--- src/hw/rtl/assert_macros.svh ---
// ----------------------------------------------------------------------------
// Assertion macros
// Shared concurrent assertion wrappers; they compile away under synthesis.
// ----------------------------------------------------------------------------
`ifndef ASSERT_MACROS_SVH
`define ASSERT_MACROS_SVH
`ifndef SYNTHESIS
`define ASSERT_AT(lbl, clk, rstn, prop, msg) \
  lbl: assert property (@(posedge clk) disable iff (!rstn) (prop)) else $error(msg);
`define ASSERT_IMPL(lbl, clk, rstn, pre, post, msg) \
  lbl: assert property (@(posedge clk) disable iff (!rstn) (pre) |-> (post)) else $error(msg);
`define ASSERT_NEXT(lbl, clk, rstn, pre, post, msg) \
  lbl: assert property (@(posedge clk) disable iff (!rstn) (pre) |=> (post)) else $error(msg);
`else
`define ASSERT_AT(lbl, clk, rstn, prop, msg)
`define ASSERT_IMPL(lbl, clk, rstn, pre, post, msg)
`define ASSERT_NEXT(lbl, clk, rstn, pre, post, msg)
`endif
`endif

--- src/hw/rtl/bnp_pkg.sv ---
// ----------------------------------------------------------------------------
// Bus node presence table package
// Types and constants shared by the controller, datapath and top level.
// ----------------------------------------------------------------------------
`timescale 1ns / 1ps

package bnp_pkg;

  typedef enum logic [1:0] {
    OP_STATUS  = 2'd0,
    OP_INFO    = 2'd1,
    OP_CLEANUP = 2'd2,
    OP_QUERY   = 2'd3
  } op_t;

  localparam logic CFG_STALE  = 1'b0;
  localparam logic CFG_EXPIRE = 1'b1;

  localparam logic [31:0] STALE_RESET  = 32'd10000000;
  localparam logic [31:0] EXPIRE_RESET = 32'd4000000;

  typedef struct packed {
    logic [31:0] seen;
    logic [31:0] uptime;
    logic [63:0] id_high;
    logic [63:0] id_low;
  } entry_t;

  localparam int ENTRY_W = $bits(entry_t);

  typedef struct packed {
    logic load_item;
    logic rd_item;
    logic rd_sweep;
    logic check_sweep;
    logic commit_item;
  } ctrl_cmd_t;

  typedef struct packed {
    logic op_cleanup;
    logic sweep_last;
  } dp_sts_t;

endpackage

--- src/hw/rtl/bnp_ctrl.sv ---
// ----------------------------------------------------------------------------
// Bus node presence table controller
// Sequences item capture, entry read, cleanup sweep and result handoff.
// ----------------------------------------------------------------------------
`timescale 1ns / 1ps
`include "assert_macros.svh"

module bnp_ctrl (
  input  logic                clk,
  input  logic                rst_n,
  input  logic                in_valid,
  output logic                in_stall,
  output logic                out_valid,
  input  logic                out_stall,
  input  bnp_pkg::dp_sts_t    sts,
  output bnp_pkg::ctrl_cmd_t  cmd
);
  import bnp_pkg::*;

  typedef enum logic [2:0] {
    IDLE,
    READ,
    SWEEP_RD,
    SWEEP_CHK,
    EVAL
  } state_t;

  state_t state_r;
  state_t state_nxt;
  logic   out_valid_r;
  logic   out_valid_nxt;

  always_comb begin
    cmd           = '0;
    state_nxt     = state_r;
    out_valid_nxt = out_valid_r && out_stall;
    unique case (state_r)
      IDLE: begin
        cmd.load_item = in_valid;
        if (in_valid) begin
          state_nxt = READ;
        end
      end
      READ: begin
        cmd.rd_item = 1'b1;
        state_nxt   = sts.op_cleanup ? SWEEP_RD : EVAL;
      end
      SWEEP_RD: begin
        cmd.rd_sweep = 1'b1;
        state_nxt    = SWEEP_CHK;
      end
      SWEEP_CHK: begin
        cmd.check_sweep = 1'b1;
        state_nxt       = sts.sweep_last ? EVAL : SWEEP_RD;
      end
      EVAL: begin
        if (!out_valid_r || !out_stall) begin
          cmd.commit_item = 1'b1;
          out_valid_nxt   = 1'b1;
          state_nxt       = IDLE;
        end
      end
      default: begin
        state_nxt = IDLE;
      end
    endcase
  end

  always_ff @(posedge clk) begin
    if (!rst_n) begin
      state_r     <= IDLE;
      out_valid_r <= 1'b0;
    end else begin
      state_r     <= state_nxt;
      out_valid_r <= out_valid_nxt;
    end
  end

  assign in_stall  = (state_r != IDLE);
  assign out_valid = out_valid_r;

  `ASSERT_IMPL(a_result_from_eval, clk, rst_n, $rose(out_valid_r), $past(state_r == EVAL), "result raised outside evaluation")
  `ASSERT_NEXT(a_accept_reads, clk, rst_n, state_r == IDLE && in_valid, state_r == READ, "accepted transaction did not start a read")
  `ASSERT_NEXT(a_sweep_ends, clk, rst_n, state_r == SWEEP_CHK && sts.sweep_last, state_r == EVAL, "sweep did not finish after the last slot")

endmodule

--- config.mk ---
export PLATFORM = sky130hd
export DESIGN_NAME = bnp_ctrl
export DESIGN_NICKNAME = d
export VERILOG_FILES = /design/src/hw/rtl/bnp_pkg.sv /design/src/hw/rtl/bnp_ctrl.sv
export VERILOG_INCLUDE_DIRS = /design/src /design/src/hw/rtl
export SDC_FILE = /design/constraint.sdc
export NUM_CORES = 1
export LEC_CHECK = 0
export BUFFER_PORTS_ARGS = -buffer_cell sky130_fd_sc_hd__buf_4
export CORE_AREA = 2 2 39 41
export DETAILED_ROUTE_END_ITERATION = 10
export DIE_AREA = 0 0 41 43
export HOLD_SLACK_MARGIN = 0.03
export SETUP_SLACK_MARGIN = 0.02
export SYNTH_ARGS = -nofsm -noshare
export SYNTH_HDL_FRONTEND = slang
export SYNTH_SLANG_ARGS = --single-unit
--- constraint.sdc ---
create_clock -name clk -period 0.9 [get_ports clk]
set_input_delay 0.045 -clock clk [delete_from_list [all_inputs] [get_ports clk]]
set_output_delay 0.045 -clock clk [all_outputs]
set_load 0.01 [all_outputs]
# Word level (Yosys, flattened, before mapping)

Index checks and enable logic that the tools add are counted.

Flip-flop bits (word level): 4
Input port bits: 6
Output and inout bits: 7

Equal/unequal tests: 6
Multiplexer cells: 13
Reduce and logical (&&, ||, !) cells: 7

Operators with widths:

| cell                 | number |
|---|---|
| $pmux W3 S5          | 1 |
| $mux W3              | 4 |
| $mux W1              | 8 |
| $eq A3 B2 Y1 const B | 2 |
| $ne A2 B2 Y1 const B | 2 |
| $eq A3 B1 Y1 const B | 1 |
| $eq A3 B3 Y1 const B | 1 |
| $logic_not A3 Y1     | 1 |
| $reduce_bool A3 Y1   | 1 |
| $logic_not A1 Y1     | 2 |
| $reduce_and A2 Y1    | 1 |
| $logic_and A1 B1 Y1  | 1 |
| $logic_or A1 B1 Y1   | 1 |

# Depth between registers and ports, before layout

Depth in word-level cells: 4
Gate-level depth with buffers: 4
Gate-level depth less buffers: 3

# Least setup slack after synthesis

No wires, ideal clock.

Kind: register to output
Start: reg state_r[1]
End: out cmd[4] (netlist name)
Arrival time: 0.928 ns
Slack: -0.073 ns
Stages on the path, launching flop included: 4
Path through: dfxtp_1 buf_6 or3_4 nor2_2

RTL lines:

| item                   | RTL line       | source |
|---|---|---|
| from (decl)            | bnp_ctrl.sv:28 | `state_t state_r;` |
| from (signal assigned) | bnp_ctrl.sv:74 | `state_r <= state_nxt;` |
| to (decl)              | bnp_ctrl.sv:16 | `output bnp_pkg::ctrl_cmd_t cmd` |

==> reports/metrics.yaml <==
power_leakage_uw: 0.000200
seq_area_frac_synth: 0.354
area_growth_pct: 92.8
final_util: 0.316
grt_pass1_wl_um: 938
crit_type: "flop to primary output"
max_slew_margin: 0.862
place_area_um2: 355
critPathLaunchType: "flop"
yosysTopAreaCell: "dfxtp_1"
finalHoldViolations: 0
first_pass_iters: 2
maxCapViolCount: 0
drtIter0Drc: 1
period_needed_ps: 1170
cts_max_level: 1
worstMarginPinSlew_ps: 205
fin_hold_ws_ps: 75.9
hp-class: "input pin to flop"
cts_buffers: 3
fin_nets: 54
clkLatencyLatePin_ps: 230
rr_worst_depth: 4
core_um2: 1380
grt_max_degree: 9
grt_pass1_vias: 244
clk_pin_slew_ps: 40
cts_tree: "done"
violations: "setup timing"
clock-skew-final_ps: 1.01
dieWidth_um: 41
antenna_found_initial: 0
vias: 266
max_freq_ghz: 0.853
final-setup-viol-count: 8
slew_viol_final: 0
setup_ws_ps: -272
fp.dieH_um: 43
drive_gt1_frac: 0.696
syn-instance-count: 27
holdPathEnd: "out_valid"
yosysTopAreaCellShare: 0.354
io_pins: 13
rsz0062_at_grt: "true"
power_uw: 579
clockRootBuffer: "clkbuf_4"
min_from: "out_stall"
port_buffers: 12
avgSynthCellArea_um2: 8.39
required_ps: 850
via_per_inst: 4.29
gp_congestion: 0.727
wl_per_cell_um: 10.0
clk_path_buf_depth: 2
synth.net_count: 33
yosysWarnings: 0
cts.sinks: 4
floorplan.die_area_um2: 1760
hold_depth: 3
multi_input_area_um2: 156
cp_max_fo: 5
max-vdd-ir-drop_mv: 0.637
diodes: 0
synth-seq-cells: 4
cts_hold_buf: 0
endpoint_kind: "primary output"
initial_utilization: 0.164
critPathArrivalTime_ps: 1130
rows: 14
fill_cells: 149
post-route-cell-area_um2: 437
track_usage: 0.0843
routed_wl_um: 623
min_period_over_period: 1.30
rr_startpoint: "state_r[2]"
synth_area_um2: 226
outcome: "finished, violations left"
power_density_nw_per_um2: 1330
grt_overflow: 0
seq_area_um2: 83.8
ant_nets: 0
synthTopCellsByArea: "dfxtp_1 (35%), a21oi_1 (6.6%), nor3b_1 (6.6%)"
r2r_end: "state_r[2]"
reg2reg_slack_ps: -20
synthDistinctLibCells: 17
drc: 0
critical path, stage by stage, from the launching register on:
cell and delay (ps):
dfxtp_2 330, or3_4 380, nor2_4 90, buf_6 100
worst max path at each step:
stage | start | slack (ps) | cells past startpoint | to
2_1_floorplan | state_r[1] | -60 | 3 | cmd[4]
3_3_place_gp | state_r[0] | -50 | 3 | cmd[4]
3_5_place_dp | state_r[0] | -60 | 3 | cmd[4]
4_1_cts | state_r[1] | -290 | 3 | cmd[4]
5_1_grt | state_r[1] | -340 | 3 | cmd[4]
6_report | state_r[1] | -270 | 3 | cmd[4]
routing by layer:
| metal | global-route usage | part of all wire | vias to the layer above |
|---|---|---|---|
| met1 | 0.103 | 0.38 | 118 |
| met3 | 0.0471 | 0.096 | 2 |
| met2 | 0.0969 | 0.51 | 10 |
| li1 | - | - | 136 |
| met5 | 0 | 0 | - |
| met4 | 0.0800 | 0.011 | 0 |
synth_stat cells:
| library cell | instances |
|---|---|
| a21boi_1 | 1 |
| a21oi_1 | 3 |
| and3b_2 | 1 |
| buf_2 | 1 |
| buf_6 | 1 |
| dfxtp_1 | 4 |
| inv_1 | 1 |
| nand2_1 | 2 |
| nand3_1 | 2 |
| nand3b_1 | 1 |
| nor2_1 | 3 |
| nor2_2 | 1 |
| nor3b_1 | 2 |
| nor4b_1 | 1 |
| nor4bb_1 | 1 |
| o22ai_1 | 1 |
| or3_4 | 1 |
cells by family after synthesis:
kind of cell	count (synthesis)	synth area share
buffers and inverters	3	0.0884
AO/OA/AOI/OAI	5	0.127
AND/OR/NAND/NOR	15	0.431
flip-flops	4	0.354
power by group:
group,internal [µW],switching [µW]
Sequential,189,12.1
Clock,149,76.1
Combinational,92.1,60.7
sequential cells by signal, indices dropped and copies added, names as in the netlist:
register / count
state_r: 3
out_valid: 1
repair_timing:
item,4_1_cts,5_1_grt
buffers inserted,1,1
pin swaps,1,3
setup endpoints to repair,9,9
gates resized for setup,6,6
final cells by class:
type | count | share of cell area
timing repair buffer | 18 | 0.344
sequential | 4 | 0.192
inverter | 1 | 0.00860
clock buffer | 3 | 0.0516
multi-input combinational | 20 | 0.358
tap | 16 | 0.0458
metrics by stage:
stage          setup TNS (ps)  std cells  worst slack, ps
6_report                -1230         62             -272
5_1_grt                 -1780         62             -338
4_1_cts                 -1390         61             -290
3_5_place_dp            -75.1         57            -55.8
3_3_place_gp            -62.6         57            -49.6
2_1_floorplan           -57.3         27            -57.3
cells in the final DEF, fill, tap and decap left out, types with 2 or more instances in the layout:
cell type  instances
nor2_1             3
a21oi_1            3
nor3b_2            2
clkbuf_4           3
buf_4             14
nand3_1            2
dfxtp_2            3
buf_6              4
No activity file was read; power rests on OpenSTA's default activity.
